**config.mk**
```make
export PLATFORM = sky130hd
export DESIGN_NAME = ac_current_rms_meter
export DESIGN_NICKNAME = d
export VERILOG_FILES = /design/src/design/acrms_pkg.sv /design/src/design/acrms_serial_mul.sv /design/src/design/acrms_serial_div.sv /design/src/design/acrms_isqrt.sv /design/src/design/ac_current_rms_meter.sv
export SDC_FILE = /design/constraint.sdc
export NUM_CORES = 1
export LEC_CHECK = 0
export BUFFER_PORTS_ARGS = -buffer_cell sky130_fd_sc_hd__buf_2
export CAP_MARGIN = 15
export CORE_ASPECT_RATIO = 1.4
export CORE_MARGIN = 1
export CORE_UTILIZATION = 55
export DETAILED_ROUTE_END_ITERATION = 8
export GPL_TIMING_DRIVEN = 0
export PLACE_DENSITY = 0.72
export SETUP_SLACK_MARGIN = 0.02
export SLEW_MARGIN = 30
export SYNTH_ARGS = -nofsm -noshare
export SYNTH_HDL_FRONTEND = slang
export SYNTH_SLANG_ARGS = --single-unit
```
**constraint.sdc**
```tcl
create_clock -name clk_i -period 4.6 [get_ports clk_i]
set_input_delay 0.92 -clock clk_i [delete_from_list [all_inputs] [get_ports clk_i]]
set_output_delay 0.92 -clock clk_i [all_outputs]
set_load 0.02 [all_outputs]
```
**src/design/acrms_pkg.sv**
```systemverilog
package acrms_pkg;

  localparam int ACC_W     = 50;
  localparam int OUT_W     = 40;
  localparam int CFG_W     = 24;
  localparam int CFG_IDX_W = 2;

  localparam int SC_W  = 13;
  localparam int CT_W  = 14;
  localparam int RS_W  = 14;
  localparam int VPC_W = 24;
  localparam int P1_W  = CT_W + VPC_W;

  localparam int SC_RESET  = 1000;
  localparam int CT_RESET  = 2000;
  localparam int RS_RESET  = 100;
  localparam int VPC_RESET = 81920;

  localparam int OFFSET_RESET_Q8 = 510 * 256;
  localparam int CUR_OFS_Q10     = 82;
  localparam int SCALE_SHIFT     = 22;

  typedef enum logic [CFG_IDX_W-1:0] {
    CFG_SAMPLE_COUNT    = 2'd0,
    CFG_CT_RATIO        = 2'd1,
    CFG_SENSE_RES       = 2'd2,
    CFG_VOLTS_PER_COUNT = 2'd3
  } cfg_idx_e;

  typedef enum logic [3:0] {
    ST_IDLE,
    ST_SQUARE,
    ST_OFFSET,
    ST_FACTOR,
    ST_MEAN,
    ST_ROOT,
    ST_SCALE,
    ST_CURRENT,
    ST_EMIT
  } state_e;

endpackage

```
**src/design/acrms_serial_mul.sv**
```systemverilog
module acrms_serial_mul #(
  parameter int AW = 38,
  parameter int BW = 25
) (
  input  logic           clk_i,
  input  logic           rst_ni,
  input  logic           start_i,
  input  logic [AW-1:0]  a_i,
  input  logic [BW-1:0]  b_i,
  output logic           done_o,
  output logic [AW+BW-1:0] prod_o
);

  localparam int CW = $clog2(BW + 1);

  logic [AW-1:0] a_q;
  logic [AW-1:0] hi_q, hi_d;
  logic [BW-1:0] lo_q, lo_d;
  logic [CW-1:0] cnt_q;
  logic          busy_q;
  logic          done_q;
  logic [AW:0]   sum;
  logic [AW+BW-1:0] shifted;

  always_comb begin
    sum     = {1'b0, hi_q} + (lo_q[0] ? {1'b0, a_q} : '0);
    shifted = {sum, lo_q[BW-1:1]};
    hi_d    = shifted[AW+BW-1:BW];
    lo_d    = shifted[BW-1:0];
  end

  always_ff @(posedge clk_i or negedge rst_ni) begin
    if (!rst_ni) begin
      busy_q <= 1'b0;
      done_q <= 1'b0;
      cnt_q  <= '0;
    end else begin
      done_q <= 1'b0;
      if (start_i) begin
        busy_q <= 1'b1;
        cnt_q  <= CW'(BW);
      end else if (busy_q) begin
        cnt_q <= cnt_q - 1'b1;
        if (cnt_q == CW'(1)) begin
          busy_q <= 1'b0;
          done_q <= 1'b1;
        end
      end
    end
  end

  always_ff @(posedge clk_i) begin
    if (start_i) begin
      a_q  <= a_i;
      hi_q <= '0;
      lo_q <= b_i;
    end else if (busy_q) begin
      hi_q <= hi_d;
      lo_q <= lo_d;
    end
  end

  assign done_o = done_q;
  assign prod_o = {hi_q, lo_q};

endmodule

```
**src/design/acrms_serial_div.sv**
```systemverilog
module acrms_serial_div #(
  parameter int NW = 50,
  parameter int DW = 14
) (
  input  logic          clk_i,
  input  logic          rst_ni,
  input  logic          start_i,
  input  logic [NW-1:0] num_i,
  input  logic [DW-1:0] den_i,
  output logic          done_o,
  output logic [NW-1:0] quo_o
);

  localparam int CW = $clog2(NW + 1);

  logic [NW-1:0] quo_q;
  logic [DW-1:0] rem_q, rem_d;
  logic [DW-1:0] den_q;
  logic [CW-1:0] cnt_q;
  logic          busy_q;
  logic          done_q;
  logic [DW:0]   trial;
  logic          ge;

  always_comb begin
    trial = {rem_q, quo_q[NW-1]};
    ge    = (trial >= {1'b0, den_q});
    rem_d = ge ? DW'(trial - {1'b0, den_q}) : DW'(trial);
  end

  always_ff @(posedge clk_i or negedge rst_ni) begin
    if (!rst_ni) begin
      busy_q <= 1'b0;
      done_q <= 1'b0;
      cnt_q  <= '0;
    end else begin
      done_q <= 1'b0;
      if (start_i) begin
        busy_q <= 1'b1;
        cnt_q  <= CW'(NW);
      end else if (busy_q) begin
        cnt_q <= cnt_q - 1'b1;
        if (cnt_q == CW'(1)) begin
          busy_q <= 1'b0;
          done_q <= 1'b1;
        end
      end
    end
  end

  always_ff @(posedge clk_i) begin
    if (start_i) begin
      quo_q <= num_i;
      rem_q <= '0;
      den_q <= den_i;
    end else if (busy_q) begin
      quo_q <= {quo_q[NW-2:0], ge};
      rem_q <= rem_d;
    end
  end

  assign done_o = done_q;
  assign quo_o  = quo_q;

endmodule

```
**src/design/acrms_isqrt.sv**
```systemverilog
module acrms_isqrt #(
  parameter int VW = 50
) (
  input  logic                 clk_i,
  input  logic                 rst_ni,
  input  logic                 start_i,
  input  logic [VW-1:0]        val_i,
  output logic                 done_o,
  output logic [(VW+1)/2-1:0]  root_o
);

  localparam int RW = (VW + 1) / 2;
  localparam int CW = $clog2(RW + 1);

  logic [2*RW-1:0] val_q;
  logic [RW:0]     rem_q, rem_d;
  logic [RW-1:0]   root_q;
  logic [CW-1:0]   cnt_q;
  logic            busy_q;
  logic            done_q;
  logic [RW+2:0]   trial_rem;
  logic [RW+2:0]   trial;
  logic            ge;

  always_comb begin
    trial_rem = {rem_q, val_q[2*RW-1:2*RW-2]};
    trial     = {1'b0, root_q, 2'b01};
    ge        = (trial_rem >= trial);
    rem_d     = ge ? (RW+1)'(trial_rem - trial) : (RW+1)'(trial_rem);
  end

  always_ff @(posedge clk_i or negedge rst_ni) begin
    if (!rst_ni) begin
      busy_q <= 1'b0;
      done_q <= 1'b0;
      cnt_q  <= '0;
    end else begin
      done_q <= 1'b0;
      if (start_i) begin
        busy_q <= 1'b1;
        cnt_q  <= CW'(RW);
      end else if (busy_q) begin
        cnt_q <= cnt_q - 1'b1;
        if (cnt_q == CW'(1)) begin
          busy_q <= 1'b0;
          done_q <= 1'b1;
        end
      end
    end
  end

  always_ff @(posedge clk_i) begin
    if (start_i) begin
      val_q  <= (2*RW)'(val_i);
      rem_q  <= '0;
      root_q <= '0;
    end else if (busy_q) begin
      val_q  <= {val_q[2*RW-3:0], 2'b00};
      rem_q  <= rem_d;
      root_q <= {root_q[RW-2:0], ge};
    end
  end

  assign done_o = done_q;
  assign root_o = root_q;

endmodule

```
**src/design/ac_current_rms_meter.sv**
```systemverilog
// Channel  Dir  Payload (low bit up)        Handshake
// s_axis   in   tdata: sample               tvalid / tready
// m_axis   out  tdata: rms_current          tvalid / tready
// cfg      in   cfg_idx_i, cfg_data_i       cfg_we_i, no wait
//
// For each word the deviation is squared by a 1-bit-per-cycle shift-add
// multiplier running max(ADC_BITS+8, 25) steps.
// A completed offset block adds a restoring divide.
// A finished measurement adds two divides, a square root and two multiplies
// before the word reaches the output register.
// Reset returns the registers to their defaults and the offset to 510 counts.
// One result waits in the output register while the next word is processed.
module ac_current_rms_meter #(
  parameter int ADC_BITS     = 10,
  parameter int OFFSET_BLOCK = 1000,
  parameter int MAX_SAMPLES  = 4096
) (
  input  logic                              clk_i,
  input  logic                              rst_ni,
  input  logic                              s_axis_tvalid,
  output logic                              s_axis_tready,
  input  logic [((ADC_BITS+7)/8)*8-1:0]     s_axis_tdata,  // sample
  output logic                              m_axis_tvalid,
  input  logic                              m_axis_tready,
  output logic [acrms_pkg::OUT_W-1:0]       m_axis_tdata,  // rms_current
  input  logic                              cfg_we_i,
  input  logic [acrms_pkg::CFG_IDX_W-1:0]   cfg_idx_i,
  input  logic [acrms_pkg::CFG_W-1:0]       cfg_data_i
);

  import acrms_pkg::*;

  localparam int OFS_W  = ((ADC_BITS > 9) ? ADC_BITS : 9) + 8;
  localparam int BLK_CW = $clog2(OFFSET_BLOCK + 1);
  localparam int BLK_SW = ADC_BITS + BLK_CW;
  localparam int CNT_W  = $clog2(MAX_SAMPLES + 1);
  localparam int DIV_NW = (ACC_W > BLK_SW + 8) ? ACC_W : BLK_SW + 8;
  localparam int DV1_W  = (RS_W > CNT_W) ? RS_W : CNT_W;
  localparam int DIV_DW = (DV1_W > BLK_CW) ? DV1_W : BLK_CW;
  localparam int RT_W   = (ACC_W + 1) / 2;
  localparam int MUL_AW = (OFS_W > P1_W) ? OFS_W : P1_W;
  localparam int MUL_BW = (OFS_W > RT_W) ? OFS_W : RT_W;
  localparam int PW     = MUL_AW + MUL_BW;
  localparam int AMP_W  = PW - SCALE_SHIFT + 1;

  state_e state_q, state_d;

  logic [SC_W-1:0]  sc_q;
  logic [CT_W-1:0]  ct_q;
  logic [RS_W-1:0]  rs_q;
  logic [VPC_W-1:0] vpc_q;

  logic [CNT_W-1:0]  smp_cnt_q, smp_cnt_d;
  logic [BLK_CW-1:0] blk_cnt_q, blk_cnt_d;
  logic [BLK_SW-1:0] blk_sum_q, blk_sum_d;
  logic [OFS_W-1:0]  ofs_q, ofs_d;
  logic [ACC_W-1:0]  acc_q, acc_d;
  logic              end_q, end_d;
  logic [CT_W-1:0]   factor_q, factor_d;
  logic [P1_W-1:0]   p1_q, p1_d;
  logic [OUT_W-1:0]  out_q, out_d;
  logic              out_valid_q, out_valid_d;

  logic              mul_start, mul_done;
  logic [MUL_AW-1:0] mul_a;
  logic [MUL_BW-1:0] mul_b;
  logic [PW-1:0]     mul_prod;
  logic              div_start, div_done;
  logic [DIV_NW-1:0] div_num;
  logic [DIV_DW-1:0] div_den;
  logic [DIV_NW-1:0] div_quo;
  logic              sq_start, sq_done;
  logic [RT_W-1:0]   sq_root;

  logic [ADC_BITS-1:0] raw;
  logic [OFS_W-1:0]    scaled;
  logic [OFS_W-1:0]    mag;
  logic [CNT_W-1:0]    count_w;
  logic [RS_W-1:0]     rs_w;
  logic [ACC_W:0]      acc_sum;
  logic [AMP_W-1:0]    amps;
  logic [OUT_W-1:0]    out_sat;
  logic                in_fire;

  acrms_serial_mul #(.AW(MUL_AW), .BW(MUL_BW)) u_mul (
    .clk_i   (clk_i),
    .rst_ni  (rst_ni),
    .start_i (mul_start),
    .a_i     (mul_a),
    .b_i     (mul_b),
    .done_o  (mul_done),
    .prod_o  (mul_prod)
  );

  acrms_serial_div #(.NW(DIV_NW), .DW(DIV_DW)) u_div (
    .clk_i   (clk_i),
    .rst_ni  (rst_ni),
    .start_i (div_start),
    .num_i   (div_num),
    .den_i   (div_den),
    .done_o  (div_done),
    .quo_o   (div_quo)
  );

  acrms_isqrt #(.VW(ACC_W)) u_sqrt (
    .clk_i   (clk_i),
    .rst_ni  (rst_ni),
    .start_i (sq_start),
    .val_i   (div_quo[ACC_W-1:0]),
    .done_o  (sq_done),
    .root_o  (sq_root)
  );

  always_comb begin
    raw     = s_axis_tdata[ADC_BITS-1:0];
    scaled  = OFS_W'({raw, 8'h00});
    mag     = (scaled >= ofs_q) ? scaled - ofs_q : ofs_q - scaled;
    if (sc_q == '0) begin
      count_w = CNT_W'(1);
    end else if (32'(sc_q) > 32'(MAX_SAMPLES)) begin
      count_w = CNT_W'(MAX_SAMPLES);
    end else begin
      count_w = CNT_W'(sc_q);
    end
    rs_w    = (rs_q == '0) ? RS_W'(1) : rs_q;
    acc_sum = {1'b0, acc_q} + (ACC_W+1)'(mul_prod[2*OFS_W-1:0]);
    amps    = $signed({1'b0, mul_prod[PW-1:SCALE_SHIFT]}) - $signed(AMP_W'(CUR_OFS_Q10));
    if (!amps[AMP_W-1] && (|amps[AMP_W-2:OUT_W-1])) begin
      out_sat = {1'b0, {(OUT_W-1){1'b1}}};
    end else begin
      out_sat = amps[OUT_W-1:0];
    end
  end

  assign in_fire       = s_axis_tvalid && s_axis_tready;
  assign s_axis_tready = (state_q == ST_IDLE);
  assign m_axis_tvalid = out_valid_q;
  assign m_axis_tdata  = out_q;

  always_comb begin
    state_d     = state_q;
    smp_cnt_d   = smp_cnt_q;
    blk_cnt_d   = blk_cnt_q;
    blk_sum_d   = blk_sum_q;
    ofs_d       = ofs_q;
    acc_d       = acc_q;
    end_d       = end_q;
    factor_d    = factor_q;
    p1_d        = p1_q;
    out_d       = out_q;
    out_valid_d = out_valid_q;
    mul_start   = 1'b0;
    mul_a       = MUL_AW'(mag);
    mul_b       = MUL_BW'(mag);
    div_start   = 1'b0;
    div_num     = DIV_NW'({blk_sum_q, 8'h00});
    div_den     = DIV_DW'(OFFSET_BLOCK);
    sq_start    = 1'b0;

    if (m_axis_tvalid && m_axis_tready) begin
      out_valid_d = 1'b0;
    end

    case (state_q)
      ST_IDLE: begin
        if (in_fire) begin
          mul_start = 1'b1;
          blk_sum_d = blk_sum_q + BLK_SW'(raw);
          blk_cnt_d = blk_cnt_q + 1'b1;
          smp_cnt_d = smp_cnt_q + 1'b1;
          end_d     = (smp_cnt_d >= count_w);
          state_d   = ST_SQUARE;
        end
      end
      ST_SQUARE: begin
        if (mul_done) begin
          acc_d = acc_sum[ACC_W] ? {ACC_W{1'b1}} : acc_sum[ACC_W-1:0];
          if (end_q) begin
            div_start = 1'b1;
            div_num   = DIV_NW'(ct_q);
            div_den   = DIV_DW'(rs_w);
            state_d   = ST_FACTOR;
          end else if (blk_cnt_q >= BLK_CW'(OFFSET_BLOCK)) begin
            div_start = 1'b1;
            state_d   = ST_OFFSET;
          end else begin
            state_d = ST_IDLE;
          end
        end
      end
      ST_OFFSET: begin
        if (div_done) begin
          ofs_d     = div_quo[OFS_W-1:0];
          blk_sum_d = '0;
          blk_cnt_d = '0;
          state_d   = ST_IDLE;
        end
      end
      ST_FACTOR: begin
        if (div_done) begin
          factor_d  = div_quo[CT_W-1:0];
          div_start = 1'b1;
          div_num   = DIV_NW'(acc_q);
          div_den   = DIV_DW'(count_w);
          state_d   = ST_MEAN;
        end
      end
      ST_MEAN: begin
        if (div_done) begin
          sq_start = 1'b1;
          state_d  = ST_ROOT;
        end
      end
      ST_ROOT: begin
        if (sq_done) begin
          mul_start = 1'b1;
          mul_a     = MUL_AW'(vpc_q);
          mul_b     = MUL_BW'(factor_q);
          state_d   = ST_SCALE;
        end
      end
      ST_SCALE: begin
        if (mul_done) begin
          p1_d      = mul_prod[P1_W-1:0];
          mul_start = 1'b1;
          mul_a     = MUL_AW'(p1_d);
          mul_b     = MUL_BW'(sq_root);
          state_d   = ST_CURRENT;
        end
      end
      ST_CURRENT: begin
        if (mul_done) begin
          state_d = ST_EMIT;
        end
      end
      ST_EMIT: begin
        if (!out_valid_q || m_axis_tready) begin
          out_d       = out_sat;
          out_valid_d = 1'b1;
          smp_cnt_d   = '0;
          blk_cnt_d   = '0;
          blk_sum_d   = '0;
          ofs_d       = OFS_W'(OFFSET_RESET_Q8);
          acc_d       = '0;
          end_d       = 1'b0;
          state_d     = ST_IDLE;
        end
      end
      default: begin
        state_d = ST_IDLE;
      end
    endcase
  end

  always_ff @(posedge clk_i or negedge rst_ni) begin
    if (!rst_ni) begin
      state_q     <= ST_IDLE;
      smp_cnt_q   <= '0;
      blk_cnt_q   <= '0;
      blk_sum_q   <= '0;
      ofs_q       <= OFS_W'(OFFSET_RESET_Q8);
      acc_q       <= '0;
      end_q       <= 1'b0;
      out_valid_q <= 1'b0;
    end else begin
      state_q     <= state_d;
      smp_cnt_q   <= smp_cnt_d;
      blk_cnt_q   <= blk_cnt_d;
      blk_sum_q   <= blk_sum_d;
      ofs_q       <= ofs_d;
      acc_q       <= acc_d;
      end_q       <= end_d;
      out_valid_q <= out_valid_d;
    end
  end

  always_ff @(posedge clk_i) begin
    factor_q <= factor_d;
    p1_q     <= p1_d;
    out_q    <= out_d;
  end

  always_ff @(posedge clk_i or negedge rst_ni) begin
    if (!rst_ni) begin
      sc_q  <= SC_W'(SC_RESET);
      ct_q  <= CT_W'(CT_RESET);
      rs_q  <= RS_W'(RS_RESET);
      vpc_q <= VPC_W'(VPC_RESET);
    end else if (cfg_we_i) begin
      case (cfg_idx_i)
        CFG_SAMPLE_COUNT:    sc_q  <= cfg_data_i[SC_W-1:0];
        CFG_CT_RATIO:        ct_q  <= cfg_data_i[CT_W-1:0];
        CFG_SENSE_RES:       rs_q  <= cfg_data_i[RS_W-1:0];
        CFG_VOLTS_PER_COUNT: vpc_q <= cfg_data_i[VPC_W-1:0];
        default: begin
        end
      endcase
    end
  end

endmodule

```
# Word-level counts from Yosys, hierarchy flattened
# Index checks and enable logic that the tools add are counted.
[classes]
addsub = 13
multipliers = 0
div_mod_pow = 0
magnitude_cmp = 6
n_eq_ne = 23
shift = 0
n_mux = 97
n_bitwise = 0
n_reduce_logical = 29
[op_table]
columns = ["operator", "n"]
rows = [
  ["$mux W50", 8],
  ["$pmux W50 S2", 2],
  ["$mux W38", 2],
  ["$pmux W38 S2", 1],
  ["$mux W25", 3],
  ["$mux W18", 4],
  ["$mux W13", 5],
  ["$mux W20", 3],
  ["$pmux W20 S3", 1],
  ["$mux W14", 4],
  ["$mux W28", 2],
  ["$add A50 B36 Y51", 1],
  ["$pmux W25 S2", 1],
  ["$sub A41 B7 Y42 const B", 1],
  ["$add A38 B39 Y39", 1],
  ["$mux W4", 9],
  ["$pmux W18 S2", 1],
  ["$pmux W4 S9", 1],
  ["$sub A18 B18 Y18", 2],
  ["$mux W1", 31],
  ["$mux W10", 3],
  ["$pmux W10 S3", 1],
  ["$ge A28 B27 Y1", 1],
  ["$pmux W14 S2", 1],
  ["other kinds (44)", 79],
]
[totals]
reg_bits = 538
latchBits = 0
ram_bits = 0
rom_bits = 0
input_bits = 47
n_memories = 0

# Logic depth before layout (Yosys ltp)
# Gate-level depths: netlist (run 1).
[logic_depth]
word_depth = 6
depth_mapped = 15

# By module
# A second synthesis (run 1) with hierarchy kept.
[hier_totals]
hier_cells = 3221
hier_area_um2 = 31974.4
[by_module_without_submodules]
columns = ["module", "n_inst", "cells_per_inst", "area_each_um2", "seq_area_each_um2"]
rows = [
  ["ac_current_rms_meter", 1, 1708, 15598.7, 6207.2],
  ["acrms_serial_mul", 1, 609, 6133.4, 2827.7],
  ["acrms_isqrt", 1, 572, 5963.2, 2697.6],
  ["acrms_serial_div", 1, 332, 4279.1, 2402.3],
]

# Least setup slack after synthesis (run 1)
# No wires, ideal clock.
[synth_path]
path_type = "input port to flip-flop"
start = "in s_axis_tdata[5]"
end = "reg u_mul.lo_q[2], data pin"
setup_time_ns = 0.270
arrival_ns = 3.699
setup_slack_ns = 0.630
path_stages = 13
cell_sequence = "inv_1 -> ha_1 -> clkbuf_1 -> a21oi_1 -> o21ai_0 -> a221o_1 -> a41oi_1 -> clkbuf_1 -> clkbuf_1 -> nor2_1 -> xor2_1 -> a222oi_1 -> a21oi_1"
[synth_between]
elab_chain_cells = 5
elab_cells_between_ends = 6
[synth_lines]
columns = ["item", "line", "rtl"]
rows = [
  ["from (decl)", "ac_current_rms_meter.sv:22", "input logic [((ADC_BITS+7)/8)*8-1:0] s_axis_tdata,"],
  ["$ge A18 B18 Y1 (*)", "ac_current_rms_meter.sv:117", "mag = (scaled >= ofs_q) ? scaled - ofs_q : ofs_q - scaled;"],
  ["$mux W18 (*)", "ac_current_rms_meter.sv:117", ""],
  ["$mux W25 or $mux W18 (tied branches)", "ac_current_rms_meter.sv:223, ac_current_rms_meter.sv:215", ""],
  ["$pmux W25 S2 (*)", "ac_current_rms_meter.sv:164", "case (state_q)"],
  ["$mux W25 (*)", "acrms_serial_mul.sv:53", "if (start_i) begin"],
  ["to (signal assigned)", "acrms_serial_mul.sv:56", "lo_q <= b_i;"],
  ["to (signal assigned)", "acrms_serial_mul.sv:59", "lo_q <= lo_d;"],
  ["to (decl)", "acrms_serial_mul.sv:18", "logic [BW-1:0] lo_q, lo_d;"],
]
# Mark *: on every way between the ends. The rest lies on a longest branch, timed or not.
# A chain may end at the register's enable or synchronous reset.

# Worst setup path in the final report (run 1)
[layout_path]
start = "reg u_mul.lo_q[0]"
end = "reg acc_q[38]"
[layout_between]
elab_chain_cells = 4
[layout_lines]
columns = ["item", "line", "rtl"]
rows = [
  ["$add A50 B36 Y51", "ac_current_rms_meter.sv:126", "acc_sum = {1'b0, acc_q} + (ACC_W+1)'(mul_prod[2*OFS_W-1:0]);"],
  ["$mux W50", "ac_current_rms_meter.sv:177", "acc_d = acc_sum[ACC_W] ? {ACC_W{1'b1}} : acc_sum[ACC_W-1:0];"],
  ["$mux W50", "ac_current_rms_meter.sv:176", "if (mul_done) begin"],
  ["$pmux W50 S2", "ac_current_rms_meter.sv:164", ""],
  ["to (signal assigned)", "ac_current_rms_meter.sv:262", "acc_q <= '0;"],
  ["to (signal assigned)", "ac_current_rms_meter.sv:271", "acc_q <= acc_d;"],
  ["to (decl)", "ac_current_rms_meter.sv:57", "logic [ACC_W-1:0] acc_q, acc_d;"],
]
# No other way between the ends. The select of a mux whose other input is x is not followed.

==> results of run 1 <==
[per-stage QoR]
| step | instances | utilization |
|---|---|---|
| after CTS | 4075 | 0.616 |
| after global routing | 4075 | 0.616 |
| after detailed placement | 3974 | 0.581 |
| after floorplan | 3161 | - |
| after global placement | 3971 | 0.579 |
| final | 4075 | 0.616 |
[sequential cells by signal (all words and copies together) (netlist names), 18 cells and up]
| register | cells |
|---|---|
| acc_q | 50 |
| u_div.quo_o | 50 |
| u_sqrt.val_q | 50 |
| m_axis_tdata | 40 |
| u_mul.a_q | 38 |
| u_mul.hi_q | 38 |
| u_sqrt.rem_q | 26 |
| u_mul.lo_q | 25 |
| u_sqrt.root_o | 25 |
| vpc_q | 24 |
| blk_sum_q | 20 |
| ofs_q | 18 |
[cell usage in the layout, fill, tap and decap left out, types with 30 or more instances in the layout]
cell type and instances:
and2_1 63, and3_1 52, nor2_1 238, inv_1 142, buf_2 81, clkbuf_16 56, clkbuf_1 141, a21o_1 67
o21ai_0 195, mux2i_1 73, nand3_1 76, a221o_1 30, edfxtp_1 231, xor2_1 68, a22o_1 53, dfrtp_1 179
ha_1 168, a21oi_1 194, mux2_2 67, a211oi_1 37, xnor2_1 113, nor3_1 51, nand2_1 386, dfxtp_1 103
[path summary, 6_finish.rpt]
kind / startpoint / to / slack, ns / cells past startpoint
min in group clk_i: smp_cnt_q[11] / smp_cnt_q[11] / 0.51 / 1
max in group asynchronous: rst_ni / ofs_q[15] / 3.19 / 3
setup / recovery: u_mul.lo_q[0] / acc_q[38] / 0.18 / 14
hold / removal: rst_ni / u_div.cnt_q[3] / 0.21 / 1
setup reg to reg: u_mul.lo_q[0] / acc_q[38] / 0.18 / 14
hold reg to reg: smp_cnt_q[11] / smp_cnt_q[11] / 0.51 / 1
[power groups by stage]
| stage | Clock [W] | Sequential, W | Combinational, W |
|---|---|---|---|
| floorplan | 0 | 0.00666 | 0.00559 |
| global placement | 0 | 0.00727 | 0.00697 |
| detailed placement | 0 | 0.00730 | 0.00718 |
| CTS | 0.00476 | 0.00721 | 0.00723 |
| global route | 0.00494 | 0.00731 | 0.00810 |
| finish | 0.00473 | 0.00726 | 0.00728 |
[per-layer routing]
layer  vias up  part of all wire  routed length [um]
met5         -                 0                   0
met3       280             0.054                5090
li1      11700                 -                   -
met2       892              0.49               45300
met1     12100              0.38               35000
met4         0             0.085                7930
[logic make-up (layout without fill, tap and decap cells)]
group | Yosys count | count (layout)
AND/OR/NAND/NOR | 1034 | 1034
AO/OA/AOI/OAI | 797 | 797
flip-flops | 538 | 538
buffers and inverters | 298 | 484
XOR/XNOR | 181 | 181
adder cells (fa/ha/maj) | 173 | 173
multiplexers | 140 | 140
[critical path: stages (launching register included)]
cell	delay (ns)
edfxtp_1	0.55
ha_1	0.26
inv_1	0.06
fa_1	0.37
nand2b_1	0.19
a21oi_1	0.26
o31a_1	0.22
o211ai_1	0.12
a211oi_1	0.46
o211ai_1	0.21
and2_1	0.20
clkbuf_1	0.16
o41a_1	0.59
nor2_1	0.52
or3_1	0.20
[synth_stat cells (10+ instances only)]
cell type	number
a221o_1	30
o31ai_1	11
and2_1	63
nor2_1	239
a22oi_1	18
mux2i_1	73
a21oi_1	194
a22o_1	53
a21o_1	67
o21bai_1	28
inv_1	144
nor4_1	19
nor2b_1	14
xnor2_1	113
dfstp_2	25
a221oi_1	10
nand2_1	387
o21ai_0	195
nand2_2	29
nor3_1	51
and3_1	52
or3_1	15
ha_1	168
a31oi_1	23
o21a_1	18
a222oi_1	29
nand4_1	20
nand2b_1	26
dfrtp_1	179
nand3_1	76
mux2_2	67
xor2_1	68
clkbuf_1	140
a211oi_1	37
edfxtp_1	231
dfxtp_1	103
o211ai_1	15
[layout make-up]
cell class	instances	area share
well taps	728	0.0268
flip-flops and latches	538	0.415
repair buffers	85	0.0146
clock inverters	32	0.0112
inverters	145	0.0161
plain buffers	153	0.0186
multi-input cells	2325	0.453
clock buffers	69	0.0444
[repair_timing]
item,CTS,global route
cloned,0,0
pin swaps,0,0
buffers inserted,0,0
endpoints found under the setup margin,13,18
hold buffers,0,0
resized for setup,2,4
==> results_dict.tcl, run 1 <==
set metrics [dict create \
    met1_usage 0.378 \
    slew_headroom 0.303 \
    async_flop_share 0.379 \
    synthSimpleGateAreaFrac 0.158 \
    power_density_mw_per_mm2 566 \
    p_int_w 0.0118 \
    leakage_nw 14.7 \
    irDropWorstVdd_v 0.000409 \
    finalInstanceArea_mm2 0.0340 \
    critPathArrivalTime_ns 4.97 \
    power_frac_clock 0.245 \
    wl_per_cell_um 22.9 \
    htreeDepth 2 \
    clockBufferDepth 3 \
    netSwitchingFraction 0.387 \
    viasPerCell 6.14 \
    die_area_mm2 0.0568 \
    place.gp.congestion 0.999 \
    crit_type "register to register" \
    fmax_mhz 226 \
    post-route-min-period_ns 4.42 \
    drive_gt1_frac 0.102 \
    synth_compound_area_frac 0.172 \
    synth.avg_cell_area_um2 9.71 \
    ys_seq_elements 538 \
    status "finished, final reports clean" \
    final-seq-area_mm2 0.0141 \
    p_switching_w 0.00744 \
    power.total_w 0.0193 \
    worst_pin_slew_ns 1.03 \
    dr.pass1.iters 9 \
    rsz0062_at_grt "false" \
    initial_utilization 0.555 \
    synth_top_area_cell "edfxtp_1" \
    drt-initial-drc-count 1840 \
    fp.dieW_um 202 \
    yosys_warnings 0 \
    cts_root_buffer "clkbuf_16" \
    fill_cells 4669 \
    grt_pass1_wl_um 144000 \
    ant_nets 0 \
    setup_viol 0 \
    wl_um 93300 \
    grt_max_degree 81 \
    p_comb_frac 0.378 \
    fp.dieH_um 281 \
    vias 25000 \
    ys_dominant_reg_cell "edfxtp_1" \
    cts_sinks 538 \
    cap_violations 0 \
    ys_seq_area_frac 0.461 \
    placed_area_mm2 0.0321 \
    hold_viol_final 0 \
    synth-adder-area-share 0.0718 \
    drv_slew 0 \
    cts_tree "done" \
    synthTopCellsByArea "edfxtp_1 23%, dfrtp_1 15%, ha_1 6.9%, dfxtp_1 6.7%, nand2_1 4.7%" \
    cts_made_buffers 54 \
    overflow 0 \
    nets 3522 \
    synthMuxAreaShare 0.0484 \
    synth.net_count 3381 \
    clock_skew_ns 0.0222 \
    diodes 0 \
    top_usage_layer "met2" \
    rows 102 \
    antenna_found_initial 0 \
    startpoint_type "register" \
    synth_xor_area_frac 0.0517 \
    synth_top_cell_area_share 0.226 \
    critPathRequiredTime_ns 5.15 \
    timing.final.crit_share 0.961 \
    drc 0 \
    synth_area_mm2 0.0307 \
    setup_tns_ns 0 \
    synth_edf_count 231 \
    grt_pass1_vias 24800 \
    use_met3 0.0438 \
    placement.io_buffers 82 \
    cp-end-kind "register" \
    grt.total_usage 0.331 \
    synth_top_family_by_area "compound AO/OA/AOI/OAI gates" \
    worstHoldPathType "primary input to async pin" \
    worstSkewPairLatency_ns 0.62 \
    area_growth_pct 10.9 \
    seq_power_share 0.377 \
    holdWs_ns 0.205 \
    setup_ws_ns 0.179 \
    synth_cell_types 83 \
    clk_pin_slew_worst_paths_ns 0.07 \
    post-place-ws_ns -0.283 \
    place_hpwl_um 71600 \
    use_met2 0.568 \
    syn_inst 3161 \
    core_area_mm2 0.0553 \
    num_io_pins 89 \
    worstPathMaxFanout 7 \
    multi_input_area_mm2 0.0154 \
]
No activity file was read; power rests on OpenSTA's default activity.
==> run 2, diff against run 1 <==
- REMOVE_ABC_BUFFERS: default -> 1
- SLEW_MARGIN: 30 -> default
- clock period: 4.6 -> 4.3 ns (I/O delays scaled with it)
==> results_dict.tcl, run 2 (synthesis gave the netlist of run 1 again) <==
set metrics [dict create \
    irDropWorstVdd_v 0.000432 \
    clockBufferDepth 3 \
    r2r_start "u_mul.lo_q[23]" \
    cp_cell_sequence "inv_1 -> ha_1 -> a21boi_0 -> o21a_1 -> nand2b_2 -> or4_4 -> or3_1 -> o22ai_1 -> a22o_4 -> buf_12 -> or2b_1" \
    worstSkewPairLatency_ns 0.62 \
    power_density_mw_per_mm2 587 \
    htreeDepth 2 \
    vias 24200 \
    rows 102 \
    cts_hold_buf 0 \
    wl_um 82800 \
    drv_slew 0 \
    cts_sinks 538 \
    worstPathMaxFanout 27 \
    worstHoldPathType "primary input to async pin" \
    area_growth_pct 10.2 \
    grt_max_degree 114 \
    utilization 0.612 \
    slew_headroom 0.244 \
    startpoint_type "register" \
    drt-initial-drc-count 1812 \
    setup_viol 0 \
    cts_made_buffers 53 \
    die_area_mm2 0.0568 \
    status "finished, final reports clean" \
    placement.io_buffers 82 \
    critPathRequiredTime_ns 4.67 \
    cts_root_buffer "clkbuf_16" \
    worst-r2r-cell-count 11 \
    critPathMaxStageDelay_ns 0.61 \
    cap_violations 0 \
    critPathArrivalTime_ns 4.44 \
    cts_tree "done" \
    reg2reg_slack_ns 0.23 \
    timing.final.crit_share 0.947 \
    hold_viol_final 0 \
    final_common_cell "nand2_1" \
    fp.dieW_um 202 \
    viasPerCell 6.12 \
    antenna_found_initial 0 \
    mostFrequentLayoutCells "386 x nand2_1, 233 x nor2_1, 231 x edfxtp_1" \
    place_hpwl_um 59700 \
    fill_cells 4622 \
    initial_utilization 0.555 \
    dr.pass1.iters 8 \
    fmax_mhz 246 \
    core_area_mm2 0.0553 \
    wl_per_cell_um 20.9 \
    grt_pass1_wl_um 132000 \
    final-seq-area_mm2 0.0141 \
    num_io_pins 89 \
    crit_type "register to register" \
    grt_pass1_vias 24200 \
    cpMaxStageDelayCell "edfxtp_1" \
    diodes 0 \
    ant_nets 0 \
    clk_pin_slew_worst_paths_ns 0.06 \
    r2r-end "m_axis_tdata[0]" \
    clock_skew_ns 0.0167 \
    drc 0 \
    worst_pin_slew_ns 1.13 \
    grt.total_usage 0.294 \
    multi_input_area_mm2 0.0156 \
    place.gp.congestion 0.979 \
    cp-end-kind "register" \
    holdWs_ns 0.257 \
    overflow 0 \
    drive_gt1_frac 0.116 \
    fp.dieH_um 281 \
    post-route-min-period_ns 4.07 \
    nets 3408 \
    leakage_nw 14.7 \
]
-- run 2: cell types whose count changed in the layout (fill, tap and decap cells not counted), moves of 5 or more --
cell       previous run  this run
buf_12                1         6
buf_16                2         9
clkbuf_2              5         0
buf_4                 0        19
buf_1                 7         0
nor2_1              238       233
bufinv_16             8         0
clkbuf_1            141        19
nor2_4                0         5
-- run 2: what timing repair did --
item	4_1_cts	5_1_grt
cloned	1	0
pin swaps	1	4
setup buffers	4	3
resized for setup	7	7
endpoints found under the setup margin	79	57
-- run 2: how the worst max path moves through the flow --
stage,startpoint,endpoint,cells past startpoint
finish,u_mul.lo_q[23],m_axis_tdata[0],11
global route,u_mul.lo_q[0],acc_q[2],16
CTS,acc_q[0],acc_q[2],16
detailed placement,u_mul.lo_q[0],acc_q[2],16
global placement,state_q[0],u_div.quo_o[0],4
floorplan,state_q[0],u_div.quo_o[0],4
-- run 2: through the flow --
stage                     setup WS, ns  std cells  instance area (um2)  total power [W]   TNS, ns
after CTS                       0.0758       3955                33700           0.0198         0
final                            0.228       3960                33800           0.0198         0
after floorplan                  -8.27       3008                30100           0.0130  -1128.43
after global routing           -0.0105       3960                33800           0.0211   -0.0123
after detailed placement         -1.28       3851                32000           0.0152    -67.82
after global placement          -24.33       3818                31400           0.0149  -4139.41
-- run 2: layout make-up --
type	instances	share of cell area
sequential	538	0.418
clock inverter	21	0.00411
tap	728	0.0269
clock buffer	78	0.0441
timing repair buffer	124	0.0302
multi-input combinational	2325	0.460
timing repair inverter	1	0.000222
inverter	145	0.0163
-- run 2: where the power goes --
| part | switching (W) | total [W] | internal [W] |
|---|---|---|---|
| sequential | 0.00123 | 0.00766 | 0.00643 |
| combinational | 0.00444 | 0.00772 | 0.00328 |
| clock | 0.00205 | 0.00446 | 0.00241 |
-- run 2: layer usage --
layer / routed length, um / vias up / global-route usage
met5: 0 / - / 0
met4: 4350 / 0 / 0.156
met3: 4240 / 178 / 0.0363
met2: 42000 / 730 / 0.527
met1: 32200 / 11800 / 0.342
li1: - / 11500 / -
-- run 2: critical path, delay by kind of cell, from the launching register on --
family	cells	cell delay [ns]
AOI/OAI and AO/OA	4	0.98
adders and majority gates	1	0.22
buffers and inverters	2	0.39
DFF	1	0.61
and+or+nand+nor	4	1.59
